`src/hdl/pbes_pkg.sv`:
```
// shared types, constants and the class decode for the pci enumeration sequencer
// no dependencies
package pbes_pkg;

  localparam int unsigned BusCountDef     = 256;
  localparam int unsigned DevicesDef      = 32;
  localparam int unsigned BarCountDef     = 6;

  localparam logic [15:0] AbsentId        = 16'hFFFF;
  localparam logic [7:0]  RegId           = 8'h00;
  localparam logic [7:0]  RegClass        = 8'h08;
  localparam logic [7:0]  RegHeader       = 8'h0C;
  localparam logic [7:0]  RegBar0         = 8'h10;
  localparam logic [7:0]  RegBusNum       = 8'h18;
  localparam logic [7:0]  RegIrq          = 8'h3C;

  localparam logic [1:0]  MarkNone        = 2'd0;
  localparam logic [1:0]  MarkScan        = 2'd1;
  localparam logic [1:0]  MarkDone        = 2'd2;

  localparam logic [3:0]  TypeUnknown     = 4'd0;
  localparam logic [3:0]  TypeAta         = 4'd1;
  localparam logic [3:0]  TypeAhci        = 4'd2;
  localparam logic [3:0]  TypeFloppy      = 4'd3;
  localparam logic [3:0]  TypeEthernet    = 4'd4;
  localparam logic [3:0]  TypeVga         = 4'd5;
  localparam logic [3:0]  TypeUsb         = 4'd6;
  localparam logic [3:0]  TypeAudio       = 4'd7;
  localparam logic [3:0]  TypeBridge      = 4'd8;

  typedef enum logic [2:0] {
    KIND_REQ   = 3'd0,
    KIND_BAR   = 3'd1,
    KIND_REC   = 3'd2,
    KIND_DONE  = 3'd3,
    KIND_NOBUS = 3'd4
  } kind_e;

  typedef struct packed {
    kind_e       kind;
    logic [7:0]  reg_off;
    logic        fn_zero;
    logic        bar_req;
  } desc_t;

  typedef struct packed {
    logic        load_d;
    logic        clear;
    logic        set_limit;
    logic        fn_clear;
    logic        fn_inc;
    logic        dev_inc;
    logic        load_class;
    logic        load_irq;
    logic        bar_clear;
    logic        bar_inc;
    logic        mark_sel;
    logic        mark_sec;
    logic        mem_rd;
    logic        mark_set;
    logic        srch_init;
    logic        srch_from_cursor;
    logic        srch_step;
    logic        srch_take;
    logic        srch_none;
    logic        emit;
    desc_t       desc;
  } cmd_t;

  typedef struct packed {
    logic        absent;
    logic        fn_more;
    logic        dev_more;
    logic        bar_more;
    logic        pend_zero;
    logic        bridge;
    logic [1:0]  mark_val;
    logic        in_range;
    logic        srch_end;
    logic        out_free;
  } status_t;

  function automatic logic [3:0] type_of(input logic [23:0] cls);
    logic [7:0] c;
    logic [7:0] s;
    logic [7:0] p;
    logic [3:0] t;
    c = cls[23:16];
    s = cls[15:8];
    p = cls[7:0];
    t = TypeUnknown;
    case (c)
      8'h01: begin
        if (s == 8'h01) t = TypeAta;
        else if (s == 8'h02) t = TypeFloppy;
        else if (s == 8'h06 && p == 8'h01) t = TypeAhci;
      end
      8'h02: if (s == 8'h00) t = TypeEthernet;
      8'h03: if (s == 8'h00) t = TypeVga;
      8'h04: if (s == 8'h01) t = TypeAudio;
      8'h06: if (s == 8'h04) t = TypeBridge;
      8'h0C: if (s == 8'h03) t = TypeUsb;
      default: t = TypeUnknown;
    endcase
    return t;
  endfunction

endpackage

```
`src/hdl/pbes_if.sv`:
```
// valid/ready channel interfaces for the input items and the result items
// uses pbes_pkg for nothing but keeps the field widths of the block
interface pbes_in_if;
  logic        valid;
  logic        ready;
  logic        mode;
  logic [31:0] read_data;
  modport source (output valid, output mode, output read_data, input ready);
  modport sink   (input valid, input mode, input read_data, output ready);
endinterface

interface pbes_out_if;
  logic        valid;
  logic        ready;
  logic [2:0]  kind;
  logic        last;
  logic [7:0]  bus_number;
  logic [4:0]  device_number;
  logic [2:0]  function_number;
  logic [7:0]  register_offset;
  logic [23:0] class_word;
  logic [7:0]  interrupt_pin;
  logic [7:0]  interrupt_line;
  logic [3:0]  device_type;
  logic [31:0] data_value;
  modport source (output valid, output kind, output last, output bus_number,
                  output device_number, output function_number, output register_offset,
                  output class_word, output interrupt_pin, output interrupt_line,
                  output device_type, output data_value, input ready);
  modport sink   (input valid, input kind, input last, input bus_number,
                  input device_number, input function_number, input register_offset,
                  input class_word, input interrupt_pin, input interrupt_line,
                  input device_type, input data_value, output ready);
endinterface

```
`src/hdl/pbes_datapath.sv`:
```
// cursors, held fields, scan-mark memory with valid bits, bus search and result register
// depends on pbes_pkg and pbes_out_if
module pbes_datapath import pbes_pkg::*; #(
  parameter int unsigned BUS_COUNT       = BusCountDef,
  parameter int unsigned DEVICES_PER_BUS = DevicesDef,
  parameter int unsigned BAR_COUNT       = BarCountDef
) (
  input  logic        clk_i,
  input  logic        rst_ni,
  input  cmd_t        cmd_i,
  input  logic [31:0] read_data_i,
  output status_t     status_o,
  pbes_out_if.source  out_o
);

  localparam int unsigned IdxW = $clog2(BUS_COUNT);

  logic [31:0]     d_q;
  logic [7:0]      bus_q;
  logic [4:0]      dev_q;
  logic [2:0]      fn_q;
  logic            multi_q;
  logic [2:0]      bar_q;
  logic [23:0]     class_q;
  logic [15:0]     irq_q;
  logic [8:0]      pend_q;
  logic [IdxW-1:0] ptr_q;
  logic [8:0]      cnt_q;

  logic [1:0]      mem [BUS_COUNT];
  logic [BUS_COUNT-1:0] vld_q;
  logic [1:0]      rd_raw_q;
  logic            rd_vld_q;

  logic [7:0]      mark_bus;
  logic [IdxW-1:0] addr;
  logic            mem_we;
  logic [1:0]      mem_wdata;
  logic [IdxW-1:0] ptr_start;
  logic [IdxW-1:0] ptr_next;

  logic            out_valid_q;

  assign mark_bus  = cmd_i.mark_sec ? d_q[15:8] : {5'b0, fn_q};
  assign addr      = cmd_i.mark_sel ? mark_bus[IdxW-1:0] : ptr_q;
  assign mem_we    = cmd_i.mark_set | cmd_i.srch_take;
  assign mem_wdata = cmd_i.srch_take ? MarkDone : MarkScan;
  assign ptr_next  = (ptr_q == IdxW'(BUS_COUNT - 1)) ? '0 : ptr_q + 1'b1;
  assign ptr_start = !cmd_i.srch_from_cursor ? '0 :
                     (bus_q[IdxW-1:0] == IdxW'(BUS_COUNT - 1)) ? '0 :
                     bus_q[IdxW-1:0] + 1'b1;

  assign status_o.absent    = (d_q[15:0] == AbsentId);
  assign status_o.fn_more   = multi_q && (fn_q != 3'd7);
  assign status_o.dev_more  = ({1'b0, dev_q} + 6'd1) < 6'(DEVICES_PER_BUS);
  assign status_o.bar_more  = ({1'b0, bar_q} + 4'd1) < 4'(BAR_COUNT);
  assign status_o.pend_zero = (pend_q == '0);
  assign status_o.bridge    = (type_of(class_q) == TypeBridge);
  assign status_o.mark_val  = rd_vld_q ? rd_raw_q : MarkNone;
  assign status_o.in_range  = {1'b0, mark_bus} < 9'(BUS_COUNT);
  assign status_o.srch_end  = (cnt_q == 9'(BUS_COUNT - 1));
  assign status_o.out_free  = !out_valid_q || out_o.ready;

  // mark memory, entries without a valid bit read as not marked
  always_ff @(posedge clk_i) begin
    if (mem_we) mem[addr] <= mem_wdata;
    if (cmd_i.mem_rd) rd_raw_q <= mem[addr];
  end

  always_ff @(posedge clk_i or negedge rst_ni) begin
    if (!rst_ni) begin
      vld_q    <= '0;
      rd_vld_q <= 1'b0;
    end else begin
      if (cmd_i.clear) vld_q <= '0;
      else if (mem_we) vld_q[addr] <= 1'b1;
      if (cmd_i.mem_rd) rd_vld_q <= vld_q[addr];
    end
  end

  always_ff @(posedge clk_i) begin
    if (cmd_i.load_d) d_q <= read_data_i;
  end

  always_ff @(posedge clk_i or negedge rst_ni) begin
    if (!rst_ni) begin
      bus_q   <= '0;
      dev_q   <= '0;
      fn_q    <= '0;
      multi_q <= 1'b0;
      bar_q   <= '0;
      class_q <= '0;
      irq_q   <= '0;
      pend_q  <= '0;
      ptr_q   <= '0;
      cnt_q   <= '0;
    end else if (cmd_i.clear) begin
      bus_q   <= '0;
      dev_q   <= '0;
      fn_q    <= '0;
      multi_q <= 1'b0;
      bar_q   <= '0;
      class_q <= '0;
      irq_q   <= '0;
      pend_q  <= '0;
    end else begin
      if (cmd_i.set_limit) multi_q <= d_q[23];
      if (cmd_i.fn_clear) fn_q <= '0;
      else if (cmd_i.fn_inc) fn_q <= fn_q + 1'b1;
      if (cmd_i.dev_inc) dev_q <= dev_q + 1'b1;
      if (cmd_i.load_class) class_q <= d_q[31:8];
      if (cmd_i.load_irq) irq_q <= d_q[15:0];
      if (cmd_i.bar_clear) bar_q <= '0;
      else if (cmd_i.bar_inc) bar_q <= bar_q + 1'b1;
      if (cmd_i.mark_set) pend_q <= pend_q + 1'b1;
      if (cmd_i.srch_none) pend_q <= '0;
      if (cmd_i.srch_init) begin
        ptr_q <= ptr_start;
        cnt_q <= '0;
      end else if (cmd_i.srch_step) begin
        ptr_q <= ptr_next;
        cnt_q <= cnt_q + 1'b1;
      end
      if (cmd_i.srch_take) begin
        if (pend_q != '0) pend_q <= pend_q - 1'b1;
        bus_q <= 8'(ptr_q);
        dev_q <= '0;
      end
    end
  end

  // result register
  always_ff @(posedge clk_i or negedge rst_ni) begin
    if (!rst_ni) begin
      out_valid_q <= 1'b0;
    end else if (cmd_i.emit) begin
      out_valid_q <= 1'b1;
    end else if (out_o.ready) begin
      out_valid_q <= 1'b0;
    end
  end

  always_ff @(posedge clk_i) begin
    if (cmd_i.emit) begin
      case (cmd_i.desc.kind)
        KIND_REQ: begin
          out_o.kind            <= cmd_i.desc.kind;
          out_o.last            <= 1'b1;
          out_o.bus_number      <= bus_q;
          out_o.device_number   <= dev_q;
          out_o.function_number <= cmd_i.desc.fn_zero ? 3'd0 : fn_q;
          out_o.register_offset <= cmd_i.desc.bar_req ? RegBar0 + {3'b0, bar_q, 2'b00}
                                                      : cmd_i.desc.reg_off;
          out_o.class_word      <= '0;
          out_o.interrupt_pin   <= '0;
          out_o.interrupt_line  <= '0;
          out_o.device_type     <= '0;
          out_o.data_value      <= '0;
        end
        KIND_BAR: begin
          out_o.kind            <= cmd_i.desc.kind;
          out_o.last            <= 1'b0;
          out_o.bus_number      <= bus_q;
          out_o.device_number   <= dev_q;
          out_o.function_number <= fn_q;
          out_o.register_offset <= {5'b0, bar_q};
          out_o.class_word      <= '0;
          out_o.interrupt_pin   <= '0;
          out_o.interrupt_line  <= '0;
          out_o.device_type     <= '0;
          out_o.data_value      <= d_q;
        end
        KIND_REC: begin
          out_o.kind            <= cmd_i.desc.kind;
          out_o.last            <= 1'b0;
          out_o.bus_number      <= bus_q;
          out_o.device_number   <= dev_q;
          out_o.function_number <= fn_q;
          out_o.register_offset <= '0;
          out_o.class_word      <= class_q;
          out_o.interrupt_pin   <= irq_q[15:8];
          out_o.interrupt_line  <= irq_q[7:0];
          out_o.device_type     <= type_of(class_q);
          out_o.data_value      <= '0;
        end
        default: begin
          out_o.kind            <= cmd_i.desc.kind;
          out_o.last            <= 1'b1;
          out_o.bus_number      <= '0;
          out_o.device_number   <= '0;
          out_o.function_number <= '0;
          out_o.register_offset <= '0;
          out_o.class_word      <= '0;
          out_o.interrupt_pin   <= '0;
          out_o.interrupt_line  <= '0;
          out_o.device_type     <= '0;
          out_o.data_value      <= '0;
        end
      endcase
    end
  end

  assign out_o.valid = out_valid_q;

endmodule

```
`src/hdl/pbes_ctrl.sv`:
```
// controller: walk phase and sequencer state, issues datapath commands
// depends on pbes_pkg
module pbes_ctrl import pbes_pkg::*; (
  input  logic    clk_i,
  input  logic    rst_ni,
  input  logic    in_valid_i,
  input  logic    in_mode_i,
  output logic    in_ready_o,
  input  status_t status_i,
  output cmd_t    cmd_o
);

  typedef enum logic [11:0] {
    ST_WAIT      = 12'b000000000001,
    ST_PROC      = 12'b000000000010,
    ST_EMIT      = 12'b000000000100,
    ST_ROOT_NEXT = 12'b000000001000,
    ST_ADV_DEV   = 12'b000000010000,
    ST_ADV_FN    = 12'b000000100000,
    ST_MARK_RD   = 12'b000001000000,
    ST_MARK_CHK  = 12'b000010000000,
    ST_SRCH_RD   = 12'b000100000000,
    ST_SRCH_CHK  = 12'b001000000000,
    ST_BAR_NEXT  = 12'b010000000000,
    ST_REC_NEXT  = 12'b100000000000
  } state_e;

  typedef enum logic [9:0] {
    PH_IDLE     = 10'b0000000001,
    PH_ROOT_HDR = 10'b0000000010,
    PH_ROOT_ID  = 10'b0000000100,
    PH_DEV_ID   = 10'b0000001000,
    PH_DEV_HDR  = 10'b0000010000,
    PH_FN_ID    = 10'b0000100000,
    PH_FN_CLASS = 10'b0001000000,
    PH_FN_IRQ   = 10'b0010000000,
    PH_FN_BAR   = 10'b0100000000,
    PH_FN_SEC   = 10'b1000000000
  } phase_e;

  state_e state_q, state_d;
  state_e ret_q, ret_d;
  phase_e phase_q, phase_d;
  desc_t  desc_q, desc_d;
  logic   in_fire;

  assign in_ready_o = (state_q == ST_WAIT);
  assign in_fire    = in_valid_i && in_ready_o;

  function automatic desc_t req(input logic [7:0] r, input logic fz);
    desc_t x;
    x.kind    = KIND_REQ;
    x.reg_off = r;
    x.fn_zero = fz;
    x.bar_req = 1'b0;
    return x;
  endfunction

  function automatic desc_t plain(input kind_e k);
    desc_t x;
    x.kind    = k;
    x.reg_off = '0;
    x.fn_zero = 1'b0;
    x.bar_req = 1'b0;
    return x;
  endfunction

  always_comb begin
    state_d = state_q;
    ret_d   = ret_q;
    phase_d = phase_q;
    desc_d  = desc_q;
    cmd_o   = '0;
    cmd_o.desc     = desc_q;
    cmd_o.mark_sec = (phase_q == PH_FN_SEC);
    unique case (state_q)
      ST_WAIT: begin
        cmd_o.load_d = in_fire;
        if (in_fire) begin
          if (!in_mode_i) begin
            cmd_o.clear = 1'b1;
            phase_d = PH_ROOT_HDR;
            desc_d  = req(RegHeader, 1'b1);
            ret_d   = ST_WAIT;
            state_d = ST_EMIT;
          end else if (phase_q != PH_IDLE) begin
            state_d = ST_PROC;
          end
        end
      end
      ST_PROC: begin
        ret_d   = ST_WAIT;
        state_d = ST_EMIT;
        unique case (phase_q)
          PH_ROOT_HDR, PH_DEV_HDR: begin
            cmd_o.set_limit = 1'b1;
            cmd_o.fn_clear  = 1'b1;
            phase_d = (phase_q == PH_ROOT_HDR) ? PH_ROOT_ID : PH_FN_ID;
            desc_d  = req(RegId, 1'b1);
          end
          PH_ROOT_ID: begin
            ret_d   = ST_ROOT_NEXT;
            state_d = status_i.absent ? ST_ROOT_NEXT : ST_MARK_RD;
          end
          PH_DEV_ID: begin
            if (status_i.absent) state_d = ST_ADV_DEV;
            else begin
              phase_d = PH_DEV_HDR;
              desc_d  = req(RegHeader, 1'b1);
            end
          end
          PH_FN_ID: begin
            if (status_i.absent) state_d = ST_ADV_FN;
            else begin
              phase_d = PH_FN_CLASS;
              desc_d  = req(RegClass, 1'b0);
            end
          end
          PH_FN_CLASS: begin
            cmd_o.load_class = 1'b1;
            phase_d = PH_FN_IRQ;
            desc_d  = req(RegIrq, 1'b0);
          end
          PH_FN_IRQ: begin
            cmd_o.load_irq  = 1'b1;
            cmd_o.bar_clear = 1'b1;
            phase_d = PH_FN_BAR;
            desc_d  = req(RegBar0, 1'b0);
            desc_d.bar_req = 1'b1;
          end
          PH_FN_BAR: begin
            desc_d = plain(KIND_BAR);
            ret_d  = ST_BAR_NEXT;
          end
          PH_FN_SEC: begin
            ret_d   = ST_ADV_FN;
            state_d = ST_MARK_RD;
          end
          default: state_d = ST_WAIT;
        endcase
      end
      ST_EMIT: begin
        if (status_i.out_free) begin
          cmd_o.emit = 1'b1;
          state_d    = ret_q;
        end
      end
      ST_ROOT_NEXT: begin
        ret_d   = ST_WAIT;
        state_d = ST_EMIT;
        if (status_i.fn_more) begin
          cmd_o.fn_inc = 1'b1;
          desc_d = req(RegId, 1'b0);
        end else if (status_i.pend_zero) begin
          phase_d = PH_IDLE;
          desc_d  = plain(KIND_NOBUS);
        end else begin
          cmd_o.srch_init = 1'b1;
          state_d = ST_SRCH_RD;
        end
      end
      ST_ADV_DEV: begin
        if (status_i.dev_more) begin
          cmd_o.dev_inc = 1'b1;
          phase_d = PH_DEV_ID;
          desc_d  = req(RegId, 1'b1);
          ret_d   = ST_WAIT;
          state_d = ST_EMIT;
        end else begin
          cmd_o.srch_init        = 1'b1;
          cmd_o.srch_from_cursor = 1'b1;
          state_d = ST_SRCH_RD;
        end
      end
      ST_ADV_FN: begin
        if (status_i.fn_more) begin
          cmd_o.fn_inc = 1'b1;
          phase_d = PH_FN_ID;
          desc_d  = req(RegId, 1'b0);
          ret_d   = ST_WAIT;
          state_d = ST_EMIT;
        end else begin
          state_d = ST_ADV_DEV;
        end
      end
      ST_MARK_RD: begin
        cmd_o.mark_sel = 1'b1;
        cmd_o.mem_rd   = 1'b1;
        state_d = ST_MARK_CHK;
      end
      ST_MARK_CHK: begin
        cmd_o.mark_sel = 1'b1;
        cmd_o.mark_set = status_i.in_range && (status_i.mark_val == MarkNone);
        state_d = ret_q;
      end
      ST_SRCH_RD: begin
        cmd_o.mem_rd = 1'b1;
        state_d = ST_SRCH_CHK;
      end
      ST_SRCH_CHK: begin
        if (status_i.mark_val == MarkScan) begin
          cmd_o.srch_take = 1'b1;
          phase_d = PH_DEV_ID;
          desc_d  = req(RegId, 1'b1);
          ret_d   = ST_WAIT;
          state_d = ST_EMIT;
        end else if (status_i.srch_end) begin
          cmd_o.srch_none = 1'b1;
          phase_d = PH_IDLE;
          desc_d  = plain(KIND_DONE);
          ret_d   = ST_WAIT;
          state_d = ST_EMIT;
        end else begin
          cmd_o.srch_step = 1'b1;
          state_d = ST_SRCH_RD;
        end
      end
      ST_BAR_NEXT: begin
        state_d = ST_EMIT;
        if (status_i.bar_more) begin
          cmd_o.bar_inc = 1'b1;
          desc_d = req(RegBar0, 1'b0);
          desc_d.bar_req = 1'b1;
          ret_d  = ST_WAIT;
        end else begin
          desc_d = plain(KIND_REC);
          ret_d  = ST_REC_NEXT;
        end
      end
      ST_REC_NEXT: begin
        if (status_i.bridge) begin
          phase_d = PH_FN_SEC;
          desc_d  = req(RegBusNum, 1'b0);
          ret_d   = ST_WAIT;
          state_d = ST_EMIT;
        end else begin
          state_d = ST_ADV_FN;
        end
      end
      default: state_d = ST_WAIT;
    endcase
  end

  always_ff @(posedge clk_i or negedge rst_ni) begin
    if (!rst_ni) begin
      state_q <= ST_WAIT;
      ret_q   <= ST_WAIT;
      phase_q <= PH_IDLE;
      desc_q  <= '0;
    end else begin
      state_q <= state_d;
      ret_q   <= ret_d;
      phase_q <= phase_d;
      desc_q  <= desc_d;
    end
  end

endmodule

```
`src/hdl/pci_bus_enumeration_sequencer_core.sv`:
```
// top level of the pci enumeration sequencer: controller plus datapath
// depends on pbes_pkg, pbes_if, pbes_ctrl and pbes_datapath
//
// A start item (mode 0) clears the scan marks and asks for the host-bridge
// header; each response item (mode 1) then yields one to three result items
// (read requests, BAR values, device records, done or no-bus error), and the
// next item is taken once the last of them has been handed to the result
// register, which can stall on the output. Advancing to a new bus searches up to
// BUS_COUNT entries of the scan-mark memory one at a time, each with a read
// state and a check state. Marks sit in a memory with one valid bit per bus,
// cleared at once by a start item.
module pci_bus_enumeration_sequencer_core import pbes_pkg::*; #(
  parameter int unsigned BUS_COUNT       = BusCountDef,
  parameter int unsigned DEVICES_PER_BUS = DevicesDef,
  parameter int unsigned BAR_COUNT       = BarCountDef
) (
  input  logic      clk_i,
  input  logic      rst_ni,
  pbes_in_if.sink   in_i,
  pbes_out_if.source out_o
);

  cmd_t    cmd;
  status_t status;

  pbes_ctrl u_ctrl (
    .clk_i      (clk_i),
    .rst_ni     (rst_ni),
    .in_valid_i (in_i.valid),
    .in_mode_i  (in_i.mode),
    .in_ready_o (in_i.ready),
    .status_i   (status),
    .cmd_o      (cmd)
  );

  pbes_datapath #(
    .BUS_COUNT       (BUS_COUNT),
    .DEVICES_PER_BUS (DEVICES_PER_BUS),
    .BAR_COUNT       (BAR_COUNT)
  ) u_datapath (
    .clk_i       (clk_i),
    .rst_ni      (rst_ni),
    .cmd_i       (cmd),
    .read_data_i (in_i.read_data),
    .status_o    (status),
    .out_o       (out_o)
  );

endmodule
```
`src/flat_wrapper.sv`:
```
// flat-port wrapper written by rule: the top's interface ports become plain ports
module pci_bus_enumeration_sequencer_core_flat import pbes_pkg::*;
#(
  parameter int unsigned BUS_COUNT       = BusCountDef,
  parameter int unsigned DEVICES_PER_BUS = DevicesDef,
  parameter int unsigned BAR_COUNT       = BarCountDef
)
  (clk_i, rst_ni, in_i_valid, in_i_mode, in_i_read_data, in_i_ready, out_o_valid, out_o_kind, out_o_last, out_o_bus_number, out_o_device_number, out_o_function_number, out_o_register_offset, out_o_class_word, out_o_interrupt_pin, out_o_interrupt_line, out_o_device_type, out_o_data_value, out_o_ready);
  pbes_in_if in_i_i ();
  pbes_out_if out_o_i ();
  input  logic clk_i;
  input  logic rst_ni;
  input wire logic [$bits(in_i_i.valid)-1:0] in_i_valid;
  input wire logic [$bits(in_i_i.mode)-1:0] in_i_mode;
  input wire logic [$bits(in_i_i.read_data)-1:0] in_i_read_data;
  output wire logic [$bits(in_i_i.ready)-1:0] in_i_ready;
  output wire logic [$bits(out_o_i.valid)-1:0] out_o_valid;
  output wire logic [$bits(out_o_i.kind)-1:0] out_o_kind;
  output wire logic [$bits(out_o_i.last)-1:0] out_o_last;
  output wire logic [$bits(out_o_i.bus_number)-1:0] out_o_bus_number;
  output wire logic [$bits(out_o_i.device_number)-1:0] out_o_device_number;
  output wire logic [$bits(out_o_i.function_number)-1:0] out_o_function_number;
  output wire logic [$bits(out_o_i.register_offset)-1:0] out_o_register_offset;
  output wire logic [$bits(out_o_i.class_word)-1:0] out_o_class_word;
  output wire logic [$bits(out_o_i.interrupt_pin)-1:0] out_o_interrupt_pin;
  output wire logic [$bits(out_o_i.interrupt_line)-1:0] out_o_interrupt_line;
  output wire logic [$bits(out_o_i.device_type)-1:0] out_o_device_type;
  output wire logic [$bits(out_o_i.data_value)-1:0] out_o_data_value;
  input wire logic [$bits(out_o_i.ready)-1:0] out_o_ready;
  assign in_i_i.valid = in_i_valid;
  assign in_i_i.mode = in_i_mode;
  assign in_i_i.read_data = in_i_read_data;
  assign in_i_ready = in_i_i.ready;
  assign out_o_valid = out_o_i.valid;
  assign out_o_kind = out_o_i.kind;
  assign out_o_last = out_o_i.last;
  assign out_o_bus_number = out_o_i.bus_number;
  assign out_o_device_number = out_o_i.device_number;
  assign out_o_function_number = out_o_i.function_number;
  assign out_o_register_offset = out_o_i.register_offset;
  assign out_o_class_word = out_o_i.class_word;
  assign out_o_interrupt_pin = out_o_i.interrupt_pin;
  assign out_o_interrupt_line = out_o_i.interrupt_line;
  assign out_o_device_type = out_o_i.device_type;
  assign out_o_data_value = out_o_i.data_value;
  assign out_o_i.ready = out_o_ready;
  pci_bus_enumeration_sequencer_core #(.BUS_COUNT(BUS_COUNT), .DEVICES_PER_BUS(DEVICES_PER_BUS), .BAR_COUNT(BAR_COUNT)) u_core (.clk_i(clk_i), .rst_ni(rst_ni), .in_i(in_i_i), .out_o(out_o_i));
endmodule
```
`config.mk`:
```
export PLATFORM = sky130hd
export DESIGN_NAME = pci_bus_enumeration_sequencer_core_flat
export DESIGN_NICKNAME = d
export VERILOG_FILES = /design/src/hdl/pbes_pkg.sv /design/src/hdl/pbes_if.sv /design/src/hdl/pbes_datapath.sv /design/src/hdl/pbes_ctrl.sv /design/src/hdl/pci_bus_enumeration_sequencer_core.sv /design/src/flat_wrapper.sv
export SDC_FILE = /design/constraint.sdc
export NUM_CORES = 2
export LEC_CHECK = 0
export BUFFER_PORTS_ARGS = -buffer_cell sky130_fd_sc_hd__buf_2
export CAP_MARGIN = 5
export CORE_ASPECT_RATIO = 0.9
export CORE_UTILIZATION = 30
export DETAILED_ROUTE_END_ITERATION = 16
export HOLD_SLACK_MARGIN = 0.03
export PLACE_DENSITY = 0.56
export SLEW_MARGIN = 10
export SYNTH_ARGS = -nofsm -noshare
export SYNTH_HDL_FRONTEND = slang
export SYNTH_SLANG_ARGS = --single-unit
export TNS_END_PERCENT = 1
```
`constraint.sdc`:
```
create_clock -name clk_i -period 7.2 [get_ports clk_i]
set_input_delay 0.36 -clock clk_i [delete_from_list [all_inputs] [get_ports clk_i]]
set_output_delay 0.36 -clock clk_i [all_outputs]
set_load 0.01 [all_outputs]
```
==> flow_summary.toml <==
[clock_tree]
path_clk_slew_ns = 0.06
clk_latency_ns = 0.71
clockRootBuffer = "clkbuf_16"
htree_num_levels = 3
cts_setup_buffers = 0
cts_tree = "built"
ctsResizeCount = 0
cts_made_buffers = 110
cts_buffer_depth = 3
cts.sinks = 1028

[detailed_routing]
ant_nets = 0
drtIter0Drc = 3147
first_pass_iters = 6
avgRoutedWirePerCell_um = 21.47
drc = 0
avgViaCountPerCell = 5.107
dr_total_vias = 31360
drt-total-wl_um = 131900

[place]
port_buffers = 140
hpwl_um = 79930
postPlaceCellArea_mm2 = 0.04691
place_congestion = 0.8579

[synth]
ys_ff_latch = 1028
synth_top_area_share_pct = 44.07
ys_seq_area_share_pct = 65.62
netlist_area_mm2 = 0.04415
synthDistinctLibCells = 86
synthTopCellsByCount = "nor2_1 (769), nand2_1 (742), edfxtp_1 (648)"
yosys-top-cells-area = "edfxtp_1 (44%), dfrtp_1 (21%), nor2_1 (6.5%), nand2_1 (6.3%), mux2i_1 (3.7%)"
synth_warnings = 0
synth_edf_count = 648
synth.avg_cell_area_um2 = 11.09
synth_cells = 3982
postSynth.asyncResetShare_pct = 36.96
yosys.area.top_type = "edfxtp_1"
synth_ff_type = "edfxtp_1"
synth.most_common_cell = "nor2_1"

[final_layout]
layout.nets = 4135
antennaDiodeCount = 0
drive_gt1_share_pct = 9.680
n_fill_cell = 14610
fin_area_mm2 = 0.05074
synthToLayoutAreaGrowth_pct = 14.92

[grt]
grt_pass1_vias = 30260
antenna_found_initial = 4
grt_pass1_wl_um = 196600
grt_max_degree = 233
overflow = 0
grt_usage_pct = 17.45

[pwr]
swShare_pct = 23.31
p_leak_nw = 20.42
power.switching_mw = 2.987
combPwrFrac_pct = 5.6
internal_power_mw = 9.826
p_per_area_mw_per_mm2 = 252.5
ir_drop_v = 0.0002249
p_seq_share_pct = 51.1
pwr-share-clk_pct = 43.2

[floorplan]
die_x_um = 406.4
die_area_mm2 = 0.1487
core_mm2 = 0.1461
die_y_um = 365.9
start_util_pct = 30.22
row_count = 133
ios = 143

[timing]
fin_crit_sh_pct = 71.89
finClkSkew_ns = 0.03973
tightest_slew_ns = 1.195
hold_viol = 0
finalCriticalPeriod_ns = 5.176
slew_headroom_pct = 20.04
rsz0062_at_grt = "false"
slew_viol_final = 0
setup_viol = 0
fin_tns_setup_ns = 0
fmax_ghz = 0.1932

[critical_path]
critPathMaxFanout = 87
r2r_end = "u_core.u_datapath.rd_raw_q[1]$_DFFE_PP_"
arrival_ns = 5.59
crit_type = "reg2reg"
startpoint_type = "flop"
worstReg2RegStart = "u_core.u_ctrl.state_q[5]$_DFFE_PN0P_"
required_ns = 7.61
crit_path_end_kind = "flop"
ff2ff_path_depth = 10
reg2reg_setup_slack_ns = 2.02

[status]
status = "finished, final reports clean"

[worst_hold_path]
whs_path_depth = 3
hold_end = "u_core.u_datapath.out_o.valid$_DFFE_PN0P_"
hold_class = "in2reg"
hp-start = "out_o_ready"

[flow_run]
cap_viol_max_count = 0
==> worst max-delay path, cell delays in order (launching register included) <==
cell and delay, ns:
dfrtp_1 0.42, nor2_1 0.50, and4_1 0.98, a31o_4 0.84
buf_12 0.46, and3_1 0.24, a31oi_1 0.04, a211oi_1 0.63
nor4_1 0.10, a2bb2oi_1 0.42, nand4_1 0.16
==> through the flow <==
step                utilization [%]  power, mW  worst slack (ns)  instances  hold WS, ns
floorplan                         -      7.050            0.5442       3983      0.06441
global placement              32.10      7.374             2.154       5899       0.4501
detailed placement            32.10      7.382             2.129       5899       0.4473
CTS                           34.73      12.91             2.132       6141      0.03401
global route                  34.73      13.22             1.886       6141      0.06823
finish                        34.73      12.81             2.024       6141      0.05381
==> sequential cells by signal, summed over array words and instances (netlist names), 9 cells and up <==
name	cells
u_core.u_ctrl.cmd_o	9
u_core.u_ctrl.phase_q	10
u_core.u_ctrl.state_q	12
u_core.u_datapath.class_q	24
u_core.u_datapath.cnt_q	9
u_core.u_datapath.d_q	32
u_core.u_datapath.irq_q	16
u_core.u_datapath.mem	512
u_core.u_datapath.out_o.class_word	24
u_core.u_datapath.out_o.data_value	32
u_core.u_datapath.pend_q	9
u_core.u_datapath.vld_q	256
==> area by class of cell <==
class	count	area [um^2]	share of cell area [%]
clock inverters	44	411.6	0.8113
multi-input cells	2695	14140	27.87
inverters	27	106.4	0.2096
well taps	1957	2449	4.826
clock buffers	164	3078	6.067
flip-flops and latches	1028	28970	57.10
repair buffers	226	1579	3.112
==> logic make-up after synthesis <==
group | after synthesis | share of synthesized area [%]
buf+inv | 260 | 2.667
flops | 1028 | 65.62
fa+ha+maj | 10 | 0.2834
compound gates | 440 | 6.824
other cells | 1 | 0.008494
xor+xnor | 25 | 0.4959
mux | 176 | 4.078
simple gates | 2042 | 20.02
==> power groups by stage <==
| stage | combinational (mW) | sequential (mW) | clock [mW] |
|---|---|---|---|
| after global placement | 0.708 | 6.67 | 0 |
| final | 0.720 | 6.55 | 5.54 |
| after floorplan | 0.394 | 6.66 | 0 |
| after CTS | 0.730 | 6.55 | 5.63 |
| after detailed placement | 0.713 | 6.67 | 0 |
| after global routing | 0.790 | 6.57 | 5.86 |
==> cell usage in the layout, fill, tap and decap left out, types with 9 or more instances in the layout <==
| cell type | count |
|---|---|
| a2111oi_0 | 10 |
| a211oi_1 | 41 |
| a21oi_1 | 108 |
| a221oi_1 | 11 |
| a311oi_1 | 12 |
| a31oi_1 | 48 |
| a41oi_1 | 9 |
| and2_1 | 93 |
| and3_1 | 84 |
| buf_12 | 11 |
| buf_2 | 139 |
| buf_4 | 41 |
| clkbuf_1 | 44 |
| clkbuf_16 | 112 |
| clkinv_1 | 18 |
| clkinv_2 | 11 |
| dfrtp_1 | 377 |
| dlygate4sd3_1 | 34 |
| edfxtp_1 | 648 |
| ha_1 | 10 |
| inv_1 | 25 |
| mux2_2 | 11 |
| mux2i_1 | 163 |
| nand2_1 | 727 |
| nand2_2 | 14 |
| nand3_1 | 214 |
| nand4_1 | 21 |
| nor2_1 | 766 |
| nor2b_1 | 9 |
| nor3_1 | 20 |
| nor3b_1 | 9 |
| nor4_1 | 20 |
| o21a_1 | 56 |
| o21ai_0 | 40 |
| o22ai_1 | 25 |
| xnor2_1 | 9 |
| xor2_1 | 16 |
==> layer usage <==
layer | track usage [%] | up-vias | part of all wire [%]
met5 | 0 | - | 0.023
li1 | - | 14200 | -
met1 | 24.69 | 15770 | 44
met3 | 3.130 | 240 | 7.3
met2 | 26.90 | 1146 | 46
met4 | 5.740 | 4 | 3.1
==> repair_timing <==
item,CTS,global route
hold buffers,34,0
endpoints found under the hold margin,117,0
endpoints found under the setup margin,0,0
==> worst max-delay path by stage <==
stage / startpoint / end / slack (ns) / depth (start not counted)
after floorplan: u_core.u_ctrl.state_q[1]$_DFFE_PN0P_ / u_core.u_datapath.out_o.bus_number[0]$_SDFFCE_PN0P_ / 0.54 / 5
after global placement: u_core.u_ctrl.state_q[1]$_DFFE_PN0P_ / u_core.u_datapath.rd_raw_q[1]$_DFFE_PP_ / 2.15 / 11
after detailed placement: u_core.u_ctrl.state_q[2]$_DFFE_PN0P_ / u_core.u_datapath.rd_vld_q$_DFFE_PN0P_ / 2.13 / 11
after CTS: u_core.u_ctrl.state_q[2]$_DFFE_PN0P_ / u_core.u_datapath.rd_vld_q$_DFFE_PN0P_ / 2.13 / 11
after global routing: u_core.u_ctrl.state_q[2]$_DFFE_PN0P_ / u_core.u_datapath.rd_vld_q$_DFFE_PN0P_ / 1.89 / 11
final: u_core.u_ctrl.state_q[5]$_DFFE_PN0P_ / u_core.u_datapath.rd_raw_q[1]$_DFFE_PP_ / 2.02 / 10
(Power assumes the default switching activity.)
